==> config.mk <==
export PLATFORM = sky130hd
export DESIGN_NAME = four_digit_display_frame_builder_unit_flat
export DESIGN_NICKNAME = d
export VERILOG_FILES = /design/src/sv/fdfb_pkg.sv /design/src/sv/fdfb_if.sv /design/src/sv/four_digit_display_frame_builder_unit.sv /design/src/sv/fdfb_decode.sv /design/src/sv/fdfb_seq.sv /design/src/flat_wrapper.sv
export SDC_FILE = /design/constraint.sdc
export NUM_CORES = 1
export LEC_CHECK = 0
export ABC_CLOCK_PERIOD_IN_PS = 9100
export BUFFER_PORTS_ARGS = -buffer_cell sky130_fd_sc_hd__buf_2
export CAP_MARGIN = 20
export CORE_UTILIZATION = 34
export CTS_CLUSTER_SIZE = 8
export DETAILED_ROUTE_END_ITERATION = 7
export HOLD_SLACK_MARGIN = 0.02
export SKIP_LAST_GASP = 1
export SYNTH_ARGS = -nofsm -noshare
export SYNTH_HDL_FRONTEND = slang
export SYNTH_SLANG_ARGS = --single-unit
==> constraint.sdc <==
create_clock -name clk -period 9.1 [get_ports clk]
set_input_delay 1.82 -clock clk [delete_from_list [all_inputs] [get_ports clk]]
set_output_delay 1.82 -clock clk [all_outputs]
set_load 0.02 [all_outputs]
==> src/sv/fdfb_pkg.sv <==
// Shared types, command bytes and segment tables for the four-digit display frame builder.
// No dependencies; design modules use scoped names into it; the testbench imports it.
`timescale 1ns / 1ps
`default_nettype none

package fdfb_pkg;

  // Controller command bytes.
  localparam logic [7:0] CMD_AUTO = 8'h40;
  localparam logic [7:0] CMD_ADDR = 8'hC0;
  localparam logic [7:0] CMD_ON   = 8'h88;

  // Largest number that can be shown.
  localparam logic [15:0] NUM_MAX = 16'd9999;

  // Brightness after reset.
  localparam logic [2:0] BRIGHT_RESET = 3'd7;

  // Function codes of an input item.
  localparam logic FUNC_SHOW  = 1'b0;
  localparam logic FUNC_CLEAR = 1'b1;

  // Byte positions within one request's frames.
  localparam logic [2:0] IDX_AUTO = 3'd0;
  localparam logic [2:0] IDX_ADDR = 3'd1;
  localparam logic [2:0] IDX_D0   = 3'd2;
  localparam logic [2:0] IDX_D1   = 3'd3;
  localparam logic [2:0] IDX_D2   = 3'd4;
  localparam logic [2:0] IDX_D3   = 3'd5;
  localparam logic [2:0] IDX_ON   = 3'd6;

  // Mode codes for the first-digit letter.
  localparam logic [1:0] MODE_A = 2'd0;
  localparam logic [1:0] MODE_L = 2'd1;
  localparam logic [1:0] MODE_E = 2'd2;
  localparam logic [1:0] MODE_S = 2'd3;

  // One decoded request: the four segment bytes and the out-of-range flag.
  typedef struct packed {
    logic            err;
    logic [3:0][7:0] seg;
  } frame_t;

  // Seven-segment code of a decimal digit.
  function automatic logic [7:0] seg_of(input logic [3:0] digit);
    logic [7:0] code;
    unique case (digit)
      4'd0:    code = 8'h3F;
      4'd1:    code = 8'h06;
      4'd2:    code = 8'h5B;
      4'd3:    code = 8'h4F;
      4'd4:    code = 8'h66;
      4'd5:    code = 8'h6D;
      4'd6:    code = 8'h7D;
      4'd7:    code = 8'h07;
      4'd8:    code = 8'h7F;
      4'd9:    code = 8'h67;
      default: code = 8'h00;
    endcase
    return code;
  endfunction

  // Letter pattern for the first digit.
  function automatic logic [7:0] letter_of(input logic [1:0] mode);
    logic [7:0] code;
    unique case (mode)
      MODE_A:  code = 8'h77;
      MODE_L:  code = 8'h38;
      MODE_E:  code = 8'h79;
      MODE_S:  code = 8'h6D;
      default: code = 8'h00;
    endcase
    return code;
  endfunction

endpackage

`default_nettype wire

==> src/sv/fdfb_if.sv <==
// Valid/ready channel interfaces for request items and frame-byte items.
// Depends on nothing; used by the decode stage, the sequencer and the top level.
`timescale 1ns / 1ps
`default_nettype none

interface fdfb_in_if;
  logic               valid;
  logic               ready;
  logic               func;
  logic signed [15:0] number;
  logic        [1:0]  mode;

  modport source (output valid, output func, output number, output mode, input ready);
  modport sink   (input valid, input func, input number, input mode, output ready);
endinterface

interface fdfb_out_if;
  logic       valid;
  logic       ready;
  logic [7:0] frame_byte;
  logic       start_before;
  logic       stop_after;
  logic       error;
  logic       last;

  modport source (output valid, output frame_byte, output start_before,
                  output stop_after, output error, output last, input ready);
  modport sink   (input valid, input frame_byte, input start_before,
                  input stop_after, input error, input last, output ready);
endinterface

`default_nettype wire

==> src/sv/four_digit_display_frame_builder_unit.sv <==
// A request item passes the input register and the sequencer's frame register before its
// first byte item is registered in the output register. A show or clear request gives seven
// byte items, one per cycle while the receiver is ready; an out-of-range request gives one
// error item. The sequencer takes the next request as it emits the last item of the current
// one. Reset (rst_n low, synchronous) empties the input register, the sequencer and the
// output register, and sets brightness to 7.
`timescale 1ns / 1ps
`default_nettype none

module four_digit_display_frame_builder_unit (
  input  wire logic       clk,
  input  wire logic       rst_n,
  fdfb_in_if.sink         in_chan,
  fdfb_out_if.source      out_chan,
  input  wire logic       cfg_we,
  input  wire logic [2:0] cfg_wdata
);

  logic [2:0]       brightness_r;
  logic             frame_valid;
  logic             frame_ready;
  fdfb_pkg::frame_t frame;

  // Brightness register.
  always_ff @(posedge clk) begin
    if (!rst_n) begin
      brightness_r <= fdfb_pkg::BRIGHT_RESET;
    end else if (cfg_we) begin
      brightness_r <= cfg_wdata;
    end
  end

  // Input register and digit decode.
  fdfb_decode u_decode (
    .clk         (clk),
    .rst_n       (rst_n),
    .in_chan     (in_chan),
    .frame_valid (frame_valid),
    .frame_ready (frame_ready),
    .frame       (frame)
  );

  // Byte sequencer and output register.
  fdfb_seq u_seq (
    .clk         (clk),
    .rst_n       (rst_n),
    .brightness  (brightness_r),
    .frame_valid (frame_valid),
    .frame_ready (frame_ready),
    .frame       (frame),
    .out_chan    (out_chan)
  );

endmodule

`default_nettype wire

==> src/sv/fdfb_decode.sv <==
// Input register and digit decode: turns a request into four segment bytes.
// Depends on fdfb_pkg and fdfb_in_if.
`timescale 1ns / 1ps
`default_nettype none

module fdfb_decode (
  input  wire logic             clk,
  input  wire logic             rst_n,
  fdfb_in_if.sink               in_chan,
  output logic                  frame_valid,
  input  wire logic             frame_ready,
  output fdfb_pkg::frame_t      frame
);

  logic               full_r;
  logic               func_r;
  logic signed [15:0] number_r;
  logic        [1:0]  mode_r;

  logic        [13:0] val;
  logic        [17:0] th_split;
  logic        [17:0] hu_split;
  logic        [17:0] te_split;
  logic               out_of_range;

  // Strips up to nine multiples of unit off v; returns {count, remainder}.
  // The nine compares are independent of each other.
  function automatic logic [17:0] split_digit(input logic [13:0] v,
                                              input logic [13:0] unit);
    logic [3:0]  dig;
    logic [13:0] rem;
    logic [13:0] mult;
    dig  = '0;
    rem  = v;
    mult = '0;
    for (int k = 1; k < 10; k++) begin
      mult = 14'(k) * unit;
      if (v >= mult) begin
        dig = 4'(k);
        rem = v - mult;
      end
    end
    return {dig, rem};
  endfunction

  // The input register frees up when its item moves on to the sequencer.
  assign in_chan.ready = !full_r || frame_ready;
  assign frame_valid   = full_r;

  always_ff @(posedge clk) begin
    if (!rst_n) begin
      full_r <= 1'b0;
    end else if (in_chan.valid && in_chan.ready) begin
      full_r <= 1'b1;
    end else if (frame_ready) begin
      full_r <= 1'b0;
    end
  end

  always_ff @(posedge clk) begin
    if (in_chan.valid && in_chan.ready) begin
      func_r   <= in_chan.func;
      number_r <= in_chan.number;
      mode_r   <= in_chan.mode;
    end
  end

  // Decimal digits of the low 14 bits; the thousands digit is dropped.
  assign val          = number_r[13:0];
  assign th_split     = split_digit(val, 14'd1000);
  assign hu_split     = split_digit(th_split[13:0], 14'd100);
  assign te_split     = split_digit(hu_split[13:0], 14'd10);
  assign out_of_range = number_r[15] || (number_r > $signed(fdfb_pkg::NUM_MAX));

  // A clear request sends blank digits and never reports a range error.
  always_comb begin
    if (func_r == fdfb_pkg::FUNC_CLEAR) begin
      frame.err = 1'b0;
      frame.seg = '0;
    end else begin
      frame.err    = out_of_range;
      frame.seg[0] = fdfb_pkg::letter_of(mode_r);
      frame.seg[1] = fdfb_pkg::seg_of(hu_split[17:14]);
      frame.seg[2] = fdfb_pkg::seg_of(te_split[17:14]);
      frame.seg[3] = fdfb_pkg::seg_of(te_split[3:0]);
    end
  end

endmodule

`default_nettype wire

==> src/sv/fdfb_seq.sv <==
// Frame sequencer: holds one decoded request and emits its bytes through an output register,
// one per cycle unless the receiver stalls. Depends on fdfb_pkg and fdfb_out_if.
`timescale 1ns / 1ps
`default_nettype none

module fdfb_seq (
  input  wire logic             clk,
  input  wire logic             rst_n,
  input  wire logic [2:0]       brightness,
  input  wire logic             frame_valid,
  output logic                  frame_ready,
  input  wire fdfb_pkg::frame_t frame,
  fdfb_out_if.source            out_chan
);

  logic                 busy_r;
  logic [2:0]           idx_r;
  fdfb_pkg::frame_t     frame_r;
  logic                 out_valid_r;
  logic [7:0]           byte_r;
  logic                 start_r;
  logic                 stop_r;
  logic                 err_r;
  logic                 last_r;

  logic                 emit;
  logic                 last_step;
  logic [7:0]           byte_nxt;
  logic                 start_nxt;
  logic                 stop_nxt;
  logic                 err_nxt;
  logic                 last_nxt;

  // While a request is held, a byte moves into the output register whenever it is empty or being taken.
  assign emit        = busy_r && (!out_valid_r || out_chan.ready);
  assign last_step   = frame_r.err || (idx_r == fdfb_pkg::IDX_ON);
  assign frame_ready = !busy_r || (emit && last_step);

  // Byte and framing flags for the current position.
  always_comb begin
    byte_nxt  = '0;
    start_nxt = 1'b0;
    stop_nxt  = 1'b0;
    err_nxt   = 1'b0;
    last_nxt  = 1'b0;
    if (frame_r.err) begin
      err_nxt  = 1'b1;
      last_nxt = 1'b1;
    end else begin
      unique case (idx_r)
        fdfb_pkg::IDX_AUTO: begin
          byte_nxt  = fdfb_pkg::CMD_AUTO;
          start_nxt = 1'b1;
          stop_nxt  = 1'b1;
        end
        fdfb_pkg::IDX_ADDR: begin
          byte_nxt  = fdfb_pkg::CMD_ADDR;
          start_nxt = 1'b1;
        end
        fdfb_pkg::IDX_D0: byte_nxt = frame_r.seg[0];
        fdfb_pkg::IDX_D1: byte_nxt = frame_r.seg[1];
        fdfb_pkg::IDX_D2: byte_nxt = frame_r.seg[2];
        fdfb_pkg::IDX_D3: begin
          byte_nxt = frame_r.seg[3];
          stop_nxt = 1'b1;
        end
        fdfb_pkg::IDX_ON: begin
          byte_nxt  = fdfb_pkg::CMD_ON | {5'd0, brightness};
          start_nxt = 1'b1;
          stop_nxt  = 1'b1;
          last_nxt  = 1'b1;
        end
        default: byte_nxt = '0;
      endcase
    end
  end

  // Control state: request held, position within it, output occupancy.
  always_ff @(posedge clk) begin
    if (!rst_n) begin
      busy_r      <= 1'b0;
      idx_r       <= fdfb_pkg::IDX_AUTO;
      out_valid_r <= 1'b0;
    end else begin
      if (emit) begin
        out_valid_r <= 1'b1;
      end else if (out_chan.ready) begin
        out_valid_r <= 1'b0;
      end
      if (frame_valid && frame_ready) begin
        busy_r <= 1'b1;
        idx_r  <= fdfb_pkg::IDX_AUTO;
      end else if (emit) begin
        if (last_step) begin
          busy_r <= 1'b0;
        end else begin
          idx_r <= idx_r + 3'd1;
        end
      end
    end
  end

  // Payload registers.
  always_ff @(posedge clk) begin
    if (frame_valid && frame_ready) begin
      frame_r <= frame;
    end
    if (emit) begin
      byte_r  <= byte_nxt;
      start_r <= start_nxt;
      stop_r  <= stop_nxt;
      err_r   <= err_nxt;
      last_r  <= last_nxt;
    end
  end

  assign out_chan.valid        = out_valid_r;
  assign out_chan.frame_byte   = byte_r;
  assign out_chan.start_before = start_r;
  assign out_chan.stop_after   = stop_r;
  assign out_chan.error        = err_r;
  assign out_chan.last         = last_r;

endmodule

`default_nettype wire

==> src/flat_wrapper.sv <==
// flat-port wrapper written by rule: the top's interface ports become plain ports
module four_digit_display_frame_builder_unit_flat 
  (clk, rst_n, cfg_we, cfg_wdata, in_chan_valid, in_chan_func, in_chan_number, in_chan_mode, in_chan_ready, out_chan_valid, out_chan_frame_byte, out_chan_start_before, out_chan_stop_after, out_chan_error, out_chan_last, out_chan_ready);
  fdfb_in_if in_chan_i ();
  fdfb_out_if out_chan_i ();
  input  wire logic clk;
  input  wire logic rst_n;
  input  wire logic cfg_we;
  input  wire logic [2:0] cfg_wdata;
  input wire logic [$bits(in_chan_i.valid)-1:0] in_chan_valid;
  input wire logic [$bits(in_chan_i.func)-1:0] in_chan_func;
  input wire logic [$bits(in_chan_i.number)-1:0] in_chan_number;
  input wire logic [$bits(in_chan_i.mode)-1:0] in_chan_mode;
  output wire logic [$bits(in_chan_i.ready)-1:0] in_chan_ready;
  output wire logic [$bits(out_chan_i.valid)-1:0] out_chan_valid;
  output wire logic [$bits(out_chan_i.frame_byte)-1:0] out_chan_frame_byte;
  output wire logic [$bits(out_chan_i.start_before)-1:0] out_chan_start_before;
  output wire logic [$bits(out_chan_i.stop_after)-1:0] out_chan_stop_after;
  output wire logic [$bits(out_chan_i.error)-1:0] out_chan_error;
  output wire logic [$bits(out_chan_i.last)-1:0] out_chan_last;
  input wire logic [$bits(out_chan_i.ready)-1:0] out_chan_ready;
  assign in_chan_i.valid = in_chan_valid;
  assign in_chan_i.func = in_chan_func;
  assign in_chan_i.number = in_chan_number;
  assign in_chan_i.mode = in_chan_mode;
  assign in_chan_ready = in_chan_i.ready;
  assign out_chan_valid = out_chan_i.valid;
  assign out_chan_frame_byte = out_chan_i.frame_byte;
  assign out_chan_start_before = out_chan_i.start_before;
  assign out_chan_stop_after = out_chan_i.stop_after;
  assign out_chan_error = out_chan_i.error;
  assign out_chan_last = out_chan_i.last;
  assign out_chan_i.ready = out_chan_ready;
  four_digit_display_frame_builder_unit u_core (.clk(clk), .rst_n(rst_n), .in_chan(in_chan_i), .out_chan(out_chan_i), .cfg_we(cfg_we), .cfg_wdata(cfg_wdata));
endmodule
# ---- Word-level counts from Yosys, hierarchy flattened
# Memory sizes are Yosys's and may differ from the RTL's. A register that Yosys moved wholly into a read port is not among the register bits.
# Cells that the tools add are included.
dict set report totals {
  ff_bits 73
  romBits 336
  inputBits 27
  output_inout_bits 14
  n_memories 3
}
# name words word_bits read_ports rd_ports_with_merged_regs wr line
set memory_table {}
lappend memory_table {{(no name shown)} 16 7 1 1 0 fdfb_pkg.sv:47} ;# unique case (digit)
lappend memory_table {{(no name shown)} 16 7 1 1 0 fdfb_pkg.sv:47}
lappend memory_table {{(no name shown)} 16 7 1 1 0 fdfb_pkg.sv:47}
dict set report op_classes {
  add_sub_neg 28
  n_lt_le_gt_ge 28
  n_eq_ne 9
  muxes 58
  bitwise_logic 2
  reduce_logical 23
}
# operator count
set ops {}
lappend ops {{two-way mux 14 bit} 18}
lappend ops {{two-way mux 4 bit} 25}
lappend ops {{greater-or-equal comparator 14 x 10 -> 1 bit, second input constant} 5}
lappend ops {{subtractor 14 x 10 -> 14 bit, second input constant} 5}
lappend ops {{greater-or-equal comparator 14 x 13 -> 1 bit, second input constant} 4}
lappend ops {{greater-or-equal comparator 14 x 7 -> 1 bit, second input constant} 4}
lappend ops {{one-hot mux 8 bit (7 select lines)} 1}
lappend ops {{subtractor 14 x 13 -> 14 bit, second input constant} 4}
lappend ops {{greater-or-equal comparator 14 x 6 -> 1 bit, second input constant} 3}
lappend ops {{greater-or-equal comparator 14 x 9 -> 1 bit, second input constant} 3}
lappend ops {{subtractor 14 x 9 -> 14 bit, second input constant} 3}
lappend ops {{one-hot mux 8 bit (4 select lines)} 1}
lappend ops {{greater-or-equal comparator 14 x 12 -> 1 bit, second input constant} 2}
lappend ops {{greater-or-equal comparator 14 x 5 -> 1 bit, second input constant} 2}
lappend ops {{subtractor 14 x 12 -> 14 bit, second input constant} 2}
lappend ops {{subtractor 4 bit, second input constant} 5}
lappend ops {{> comparator 16 x 15 -> 1 bit, second input constant} 1}
lappend ops {{greater-or-equal comparator 14 x 11 -> 1 bit, second input constant} 1}
lappend ops {{greater-or-equal comparator 14 bit, second input constant} 1}
lappend ops {{greater-or-equal comparator 14 x 4 -> 1 bit, second input constant} 1}
lappend ops {{greater-or-equal comparator 14 x 8 -> 1 bit, second input constant} 1}
lappend ops {{subtractor 14 x 11 -> 14 bit, second input constant} 1}
lappend ops {{subtractor 14 bit, second input constant} 1}
lappend ops {{subtractor 14 x 7 -> 14 bit, second input constant} 1}
lappend ops {{other kinds (21)} 53}

# ---- Longest topological paths before layout
# Gate-level depths: netlist (run 1).
dict set report logic_depth {
  ltp_word 30
  ltp_mapped 36
}

# ---- Cells and area by module
# A second synthesis (run 1) with hierarchy kept.
dict set report hier_totals {
  cells_unflattened 1089
  area_unflattened_um2 9046.2
}
# mod instances cells_each area_per_inst_um2 seq_area_each_um2
set by_module_without_submodules {}
lappend by_module_without_submodules {fdfb_decode 1 956 6969.2 590.6}
lappend by_module_without_submodules {fdfb_seq 1 124 1975.6 1451.4}
lappend by_module_without_submodules {four_digit_display_frame_builder_unit 1 9 101.3 60.1}

# ---- Least setup slack after synthesis (run 1)
# OpenSTA, ideal clock, no wires.
dict set report synth_timing {
  path_kind {register to register}
  from {register u_core.u_decode.number_r[6]}
  to {register, netlist name u_core.u_seq.frame_r[25]}
  arrival_time_ns 7.680
  required_time_ns 8.846
  slack_ns 1.166
  path_stages_with_launch 33
  path_buffers 5
  synth_period_minus_slack_ns 7.934
  path_cell_list {edfxtp_1 clkbuf_1 clkinv_1 ha_1 a31oi_1 o211ai_1 a31oi_1 clkbuf_1 o211ai_1 a31o_2 nand2_1 clkbuf_1 inv_1 ha_1 buf_1 a2111oi_2 nor3_2 a221oi_1 mux2_1 and2_1 buf_2 ha_1 nor2b_1 a32o_1 o21ai_0 nand2_1 nor3_1 o221ai_4 xnor2_2 ha_1 inv_1 a21boi_1 o21a_1}
}
dict set report synth_between {
  elab_chain_cells 30
}
# element line
set synth_lines {}
lappend synth_lines {{start: declaration} fdfb_decode.sv:17} ;# logic signed [15:0] number_r;
lappend synth_lines {{start signal: assignment} fdfb_decode.sv:63} ;# number_r <= in_chan.number;
lappend synth_lines {{subtractor 14 x 10 -> 14 bit / greater-or-equal comparator 14 x 10 -> 1 bit (equally long branches)} {fdfb_decode.sv:40, fdfb_decode.sv:38}}
lappend synth_lines {{two-way mux 14 bit (8 in a row)} fdfb_decode.sv:38} ;# if (v >= mult) begin
lappend synth_lines {{two-way mux 14 bit (*)} fdfb_decode.sv:38}
lappend synth_lines {{subtractor 14 x 7 -> 14 bit / greater-or-equal comparator 14 x 7 -> 1 bit (equally long branches)} {fdfb_decode.sv:40, fdfb_decode.sv:38}}
lappend synth_lines {{two-way mux 14 bit (8 in a row)} fdfb_decode.sv:38}
lappend synth_lines {{two-way mux 14 bit (*)} fdfb_decode.sv:38}
lappend synth_lines {{greater-or-equal comparator 14 x 4 -> 1 bit / subtractor 4 bit (equally long branches)} {fdfb_decode.sv:38, fdfb_decode.sv:40}}
lappend synth_lines {{two-way mux 4 bit (8 in a row)} fdfb_decode.sv:38}
lappend synth_lines {{two-way mux 4 bit (*)} fdfb_decode.sv:38}
# Mark *: on every way between the ends. The rest lies on a longest branch, timed or not.
# A chain may end at the register's enable or synchronous reset.

# ---- Worst setup path in the final report (run 1)
dict set report layout_timing {
  from {register u_core.u_decode.number_r[6]}
  to {register, netlist name u_core.u_seq.frame_r[25]}
}
dict set report layout_between {
  elab_chain_cells 30
}
# element line
set layout_lines {}
lappend layout_lines {{subtractor 14 x 10 -> 14 bit / greater-or-equal comparator 14 x 10 -> 1 bit (equally long branches)} {fdfb_decode.sv:40, fdfb_decode.sv:38}}
lappend layout_lines {{two-way mux 14 bit (8 in a row)} fdfb_decode.sv:38}
lappend layout_lines {{two-way mux 14 bit (*)} fdfb_decode.sv:38}
lappend layout_lines {{subtractor 14 x 7 -> 14 bit / greater-or-equal comparator 14 x 7 -> 1 bit (equally long branches)} {fdfb_decode.sv:40, fdfb_decode.sv:38}}
lappend layout_lines {{two-way mux 14 bit (8 in a row)} fdfb_decode.sv:38}
lappend layout_lines {{two-way mux 14 bit (*)} fdfb_decode.sv:38}
lappend layout_lines {{greater-or-equal comparator 14 x 4 -> 1 bit / subtractor 4 bit (equally long branches)} {fdfb_decode.sv:38, fdfb_decode.sv:40}}
lappend layout_lines {{two-way mux 4 bit (8 in a row)} fdfb_decode.sv:38}
lappend layout_lines {{two-way mux 4 bit (*)} fdfb_decode.sv:38}
# Marks and branches as above.

==> results of run 1 <==
==> metrics by stage <==
step,instances,setup slack [ns],power [uW],utilization [%]
after global placement,1449,0.778,1060,38.0
after detailed placement,1449,0.767,1040,38.0
after CTS,1465,0.741,1410,39.2
final,1465,0.544,1430,39.2
after floorplan,1078,1.17,842,-
after global routing,1465,0.0787,1490,39.2
==> worst paths after layout <==
path	start	endpoint	slack, ns	depth (start not counted)
worst max-delay path	u_core.u_decode.number_r[6]	u_core.u_seq.frame_r[25]	0.54	29
worst max register to register	u_core.u_decode.number_r[6]	u_core.u_seq.frame_r[25]	0.54	29
worst min register to register	u_core.brightness_r[2]	u_core.brightness_r[2]	0.50	2
worst min-delay path	u_core.brightness_r[2]	u_core.brightness_r[2]	0.50	2
==> layout make-up <==
cell class	count	area, sq um
multi-input cells	909	6410
inverters	41	158
well taps	330	413
clock inverters	7	83.8
flip-flops and latches	68	1950
clock buffers	9	225
repair buffers	101	658
fillers	2600	15400
==> state kept, by name, summed over array words and instances, names as in the netlist, 2 cells and up <==
signal	flops
u_core.u_seq.out_chan.frame_byte	8
u_core.u_seq.frame_r	28
u_core.brightness_r	3
u_core.u_decode.number_r	16
u_core.u_seq.idx_r	3
u_core.u_decode.mode_r	2
==> synthesized netlist by cell type (17+ instances only) <==
cell type  number  area share [%]
nor2_1        101             4.3
a21oi_1        89             5.1
nand2_1        80             3.4
ha_1           70              10
edfxtp_1       59              20
o21ai_0        58             3.3
inv_1          39             1.7
nand3_1        37             2.1
clkbuf_1       33             1.4
nor3_1         30             1.7
o21a_1         22             1.9
a31oi_1        21             1.5
o31ai_1        20             1.7
a211oi_1       18             1.5
buf_2          18             1.0
xnor2_1        18             1.8
mux2i_1        17             1.9
o211ai_1       17             1.5
==> metal layers <==
metal  up-vias  share of wire [%]  GRT usage [%]
li1       4311                  -              -
met1      4443                 43           35.1
met2       678                 42           38.9
met3       131                 10           3.67
met4         0                4.7           11.8
met5         -                  0              0
==> cells by family after synthesis <==
family / Yosys count
compound gates: 416
simple gates: 379
buf+inv: 101
fa+ha+maj: 70
flops: 68
mux: 24
xor+xnor: 20
==> critical path, delay by kind of cell (launching register included) <==
family | cells | cell delay [ns]
xor+xnor | 1 | 0.37
simple gates | 7 | 1.67
flops | 1 | 0.68
compound gates | 12 | 3.06
fa+ha+maj | 4 | 1.42
buf+inv | 5 | 1.09
==> report_power, final <==
part	switching [uW]	internal, uW
combinational	451	237
clock	150	217
sequential	17.1	360
total	618	813
==> out/results.tsv, run 1 <==
stage	metric	value	unit
logic_synthesis	syn_nets	1175	
clock_network	post-cts resize count	0	
clock_network	CTS clock-pin slew for the worst setup and hold paths	0.07	ns
floorplanning	Die W	163	um
clock_network	Clock Path Buffers	2	
clock_network	# clock sinks	68	
hold_path	Hold WC Path Type	register to register	
sta	Max Freq	117	MHz
sta	TNS Setup	0	ns
finish	most frequent cells in the layout	nor2_1, a21oi_1, nand2_1	
outcome	outcome	finished, final reports clean	
placement	Final GP Congestion	1.07	
logic_synthesis	Synth Instances	1078	
clock_network	hold_buf cts	0	
setup_path	startpoint types	register	
clock_network	root buffer cell	clkbuf_16	
logic_synthesis	post-synthesis mux area share	2.83	%
routing	Vias/cell	6.53	
logic_synthesis	Yosys cell types	109	
finish	# nets final	1227	
logic_synthesis	post-synthesis compound-gate area fraction	35.2	%
finish	ant diodes	0	
clock_network	htree depth	3	
floorplanning	Die Ht	163	um
setup_path	critical path arrival	8.65	ns
clock_network	clock buffer count from CTS	9	
routing	initial drt markers	1570	
floorplanning	Placeable Area	25300	sq um
setup_path	CP peak stage delay	0.68	ns
power	pwr dens	145	nW/um^2
routing	wire per inst	23.0	um
logic_synthesis	post-synthesis simple-gate area fraction	22.8	%
logic_synthesis	syn avg cell area	8.16	sq um
sta	fin. max-slew vios	0	
placement	Area after DPL	9580	sq um
job	max_cap viols	0	
clock_network	Post-CTS Setup Repair Bufs	0	
placement	dpl hpwl	25700	um
logic_synthesis	dominant synthesized flop cell	edfxtp_1	
finish	most common cell after layout, fill and taps aside	nor2_1	
grt	largest net degree at the start of global routing	30	
logic_synthesis	yosys warns	0	
logic_synthesis	Synth Register Bits	68	
floorplanning	Initial Util	34.8	%
floorplanning	row cnt	58	
power	P_leak	0.00369	uW
setup_path	crit path max fanout	13	
sta	worst slew pin tran	0.955	ns
grt	Global Route Usage Sum	25.5	%
routing	drt first pass iters	6	
setup_path	crit-path most repeated cell	ha_1	
grt	global-route wire length before repair	52600	um
sta	WHS	0.501	ns
logic_synthesis	Async SR Flop Fraction	0	%
sta	clock skew	0.0121	ns
logic_synthesis	Post-Synth XOR/XNOR Area	2.08	%
sta	crit share post-route	94.0	%
sta	final setup vio count	0	
power	worst vdd ir	0.000148	V
logic_synthesis	Post-synth EDFFs	59	
sta	crit path time final	8.56	ns
grt	Remaining Overflow, GRT	0	
floorplanning	Ports	41	
setup_path	Worst EP required	9.20	ns
logic_synthesis	Netlist Area Pre-Place	8790	sq um
setup_path	Crit Path Class	register to register	
logic_synthesis	adder-cell share of the synthesized area	9.96	%
routing	WL final	33800	um
sta	Fin. Hold Viols	0	
grt	initial antenna violation count	0	
finish	share of cells above drive strength 1	16.4	%
clock_network	TritonCTS clock tree	done	
setup_path	element type at the critical path end	register	
logic_synthesis	Seq/Total Area, Yosys	22.2	%
setup_path	Crit-path slowest cell	edfxtp_1	
logic_synthesis	largest family of logic cells by synthesized area	compound AO/OA/AOI/OAI gates	
floorplanning	Die Area	26500	sq um
clock_network	Worst-Skew Late Latency	0.34	ns
sta	RSZ-0062 raised after global routing	false	
finish	final instance area	9900	sq um
placement	I/O Buffers	40	
routing	drc violations	0	
finish	area delta synth->final	12.6	%
grt	vias in the first global route	9070	
routing	number of nets with antenna violations after routing	0	
sta	Relative slew margins	36.3	%
routing	vias	9563	
Note: power is estimated with default switching activity, not from simulation.
==> run 2: changes to the inputs <==
SYNTH_HIERARCHICAL = 1   (was default)
==> out/results.tsv, run 2 <==
stage	metric	value	unit	change
logic_synthesis	largest family of logic cells by synthesized area	compound AO/OA/AOI/OAI gates		unchanged
floorplanning	Placeable Area	26100	sq um	was 25300 sq um
grt	global-route wire length before repair	49400	um	was 52600 um
setup_path	Reg-to-Reg Start	u_core/u_decode/number_r[4]		was u_core.u_decode.number_r[6]
setup_path	worst reg2reg path depth	27		was 29
grt	initial antenna violation count	0		unchanged
floorplanning	Die Area	27300	sq um	was 26500 sq um
routing	WL final	32000	um	was 33800 um
floorplanning	row cnt	59		was 58
finish	max reg flops	33		was 28
routing	initial drt markers	1438		was 1570
logic_synthesis	Yosys top cell area share	21.2	%	was 20.2%
routing	vias	9483		was 9563
setup_path	CP peak stage delay	0.66	ns	was 0.68 ns
logic_synthesis	Post-synth EDFFs	64		was 59
logic_synthesis	dominant synthesized flop cell	edfxtp_1		unchanged
logic_synthesis	top-count cell post-synth	nand2_1		was nor2_1
setup_path	r2r setup slk	0.55	ns	was 0.54 ns
routing	number of nets with antenna violations after routing	0		unchanged
clock_network	Clock Path Buffers	2		unchanged
clock_network	CTS clock-pin slew for the worst setup and hold paths	0.06	ns	was 0.07 ns
logic_synthesis	Yosys cell types	116		was 109
setup_path	startpoint types	register		unchanged
job	max_cap viols	0		unchanged
logic_synthesis	Synth Instances	1089		was 1078
logic_synthesis	syn avg cell area	8.31	sq um	was 8.16 sq um
finish	# nets final	1215		was 1227
clock_network	clock buffer count from CTS	9		unchanged
finish	Fill cells	2606		was 2600
sta	worst slew pin tran	1.00	ns	was 0.955 ns
setup_path	FF-to-FF End	u_core/u_seq/frame_r[29]		was u_core.u_seq.frame_r[25]
power	total power	1460	uW	was 1430 uW
logic_synthesis	post-synthesis mux area share	1.60	%	was 2.83%
finish	share of cells above drive strength 1	15.9	%	was 16.4%
grt	Remaining Overflow, GRT	0		unchanged
power	pwr dens	146	nW/um^2	was 145 nW/um^2
sta	final setup vio count	0		unchanged
finish	area of the multi-input gates	6450	sq um	was 6410 sq um
sta	Fin. Hold Viols	0		unchanged
logic_synthesis	Netlist Area Pre-Place	9050	sq um	was 8790 sq um
hold_path	WHS Endpoint	u_core/u_seq/busy_r		was u_core.brightness_r[2]
clock_network	htree depth	3		unchanged
logic_synthesis	Seq/Total Area, Yosys	23.2	%	was 22.2%
finish	ant diodes	0		unchanged
finish	most common cell after layout, fill and taps aside	nand2_1		was nor2_1
clock_network	# clock sinks	73		was 68
floorplanning	Ports	41		unchanged
clock_network	Worst-Skew Late Latency	0.34	ns	about the same
sta	Max Freq	117	MHz	about the same
setup_path	crit path max fanout	14		was 13
finish	area delta synth->final	10.7	%	was 12.6%
sta	RSZ-0062 raised after global routing	false		unchanged
setup_path	Crit-path slowest cell	a21oi_1		was edfxtp_1
logic_synthesis	post-synthesis compound-gate area fraction	34.6	%	was 35.2%
placement	I/O Buffers	40		unchanged
sta	Relative slew margins	33.1	%	was 36.3%
logic_synthesis	area leader, netlist	edfxtp_1		unchanged
routing	Vias/cell	6.50		was 6.53
hold_path	Hold Startpoint	u_core/u_decode/frame_valid		was u_core.brightness_r[2]
clock_network	root buffer cell	clkbuf_16		unchanged
grt	vias in the first global route	8847		was 9070
logic_synthesis	Post-Synth XOR/XNOR Area	3.46	%	was 2.08%
routing	drc violations	0		unchanged
logic_synthesis	Synth area leaders	edfxtp_1, ha_1, a21oi_1		unchanged
routing	wire per inst	21.9	um	was 23.0 um
sta	TNS Setup	0	ns	unchanged
logic_synthesis	post-synthesis simple-gate area fraction	21.7	%	was 22.8%
power	worst vdd ir	0.000184	V	was 0.000148 V
placement	Final GP Congestion	1.04		was 1.07
setup_path	Worst EP required	9.27	ns	was 9.20 ns
grt	largest net degree at the start of global routing	34		was 30
floorplanning	Die W	165	um	was 163 um
floorplanning	Initial Util	34.7	%	was 34.8%
floorplanning	Die Ht	165	um	was 163 um
logic_synthesis	most instantiated cells after synthesis	nand2_1, a21oi_1, nor2_1, ha_1, edfxtp_1		was nor2_1, a21oi_1, nand2_1, ha_1, edfxtp_1
logic_synthesis	Async SR Flop Fraction	0	%	unchanged
finish	Biggest register	u_core/u_seq/frame_r		was u_core.u_seq.frame_r
grt	Global Route Usage Sum	23.4	%	was 25.5%
logic_synthesis	yosys warns	6		was 0
finish	most frequent cells in the layout	nand2_1, a21oi_1, nor2_1		was nor2_1, a21oi_1, nand2_1
sta	fin. max-slew vios	0		unchanged
clock_network	TritonCTS clock tree	done		unchanged
hold_path	Hold Path Depth	2		unchanged
logic_synthesis	adder-cell share of the synthesized area	9.41	%	was 9.96%
sta	crit path time final	8.55	ns	was 8.56 ns
setup_path	element type at the critical path end	register		unchanged
placement	dpl hpwl	24200	um	was 25700 um
logic_synthesis	Synth Register Bits	73		was 68
setup_path	critical path arrival	8.71	ns	was 8.65 ns
setup_path	Crit Path Class	register to register		unchanged
hold_path	Hold WC Path Type	register to register		unchanged
routing	drt first pass iters	6		unchanged
finish	Reg area	2100	sq um	was 1950 sq um
sta	clock skew	0.00561	ns	was 0.0121 ns
power	P_leak	0.00369	uW	about the same
outcome	outcome	finished, final reports clean		unchanged
sta	crit share post-route	93.9	%	was 94.0%
[run 2: changes by cell type in the layout (fill, tap and decap cells not counted), sizes merged, moves of 8 or more]
cell,before,now
nand2,80,89
o31ai,23,15
nor2,104,80
buf,101,88
xnor2,19,27
[run 2: worst max path at each step]
stage,slack (ns),endpoint,startpoint,cells past startpoint
after floorplan,0.85,u_core/u_seq/frame_r[29],u_core/u_decode/number_r[5],32
after global placement,0.64,u_core/u_seq/frame_r[29],u_core/u_decode/number_r[4],29
after detailed placement,0.59,u_core/u_seq/frame_r[29],u_core/u_decode/number_r[4],30
after CTS,0.56,u_core/u_seq/frame_r[29],u_core/u_decode/number_r[4],30
after global routing,0.08,u_core/u_seq/frame_r[29],u_core/u_decode/number_r[4],33
final,0.55,u_core/u_seq/frame_r[29],u_core/u_decode/number_r[4],27
[run 2: kinds of logic after synthesis]
family | after synthesis
xor+xnor | 34
mux | 14
simple gates | 364
compound gates | 418
fa+ha+maj | 68
flops | 73
other cells | 1
buf+inv | 117
[run 2: layout make-up]
cell class / count / area share [%]
multi-input cells: 902 / 64.4
flip-flops and latches: 73 / 21.0
repair buffers: 88 / 5.60
well taps: 335 / 4.19
clock buffers: 9 / 2.25
inverters: 46 / 1.72
clock inverters: 7 / 0.837
[run 2: stage by stage]
| stage | hold slack (ns) | worst slack (ns) | std cells | util, % | area [sq um] |
|---|---|---|---|---|---|
| floorplan | 0.440 | 0.852 | 1092 | - | 9060 |
| global placement | 0.501 | 0.635 | 1442 | 37.1 | 9660 |
| detailed placement | 0.515 | 0.590 | 1442 | 37.1 | 9660 |
| CTS | 0.518 | 0.559 | 1458 | 38.2 | 9970 |
| global route | 0.566 | 0.0785 | 1460 | 38.4 | 10000 |
| finish | 0.520 | 0.553 | 1460 | 38.4 | 10000 |
[run 2: per-layer routing]
metal	GRT usage [%]	wire (um)	part of all wire [%]	vias to the layer above
li1	-	-	-	4261
met1	30.7	13300	41	4424
met2	35.6	13600	43	676
met3	5.67	3660	11	120
met4	11.2	1380	4.3	2
met5	1.52	45	0.14	-
[run 2: worst max-delay path, delay by kind of cell (launching register included)]
kind                     cells  cell delay, ns
AND/OR/NAND/NOR              5            1.72
flip-flops                   1            0.61
adder cells (fa/ha/maj)      3            0.84
buffers and inverters        4            0.80
XOR/XNOR                     1            0.36
AO/OA/AOI/OAI               14            4.05
[run 2: where the power goes]
part           total, uW  switching (uW)  leakage [uW]  internal [uW]
Sequential           406            18.4      0.000684            387
Combinational        686             448       0.00285            237
Clock                366             149      0.000149            217
[run 2: timing repair]
item                                    4_1_cts  5_1_grt
endpoints found under the setup margin        0        7
setup buffers                                 0        2
hold buffers                                  0        0
resized for setup                             0        7
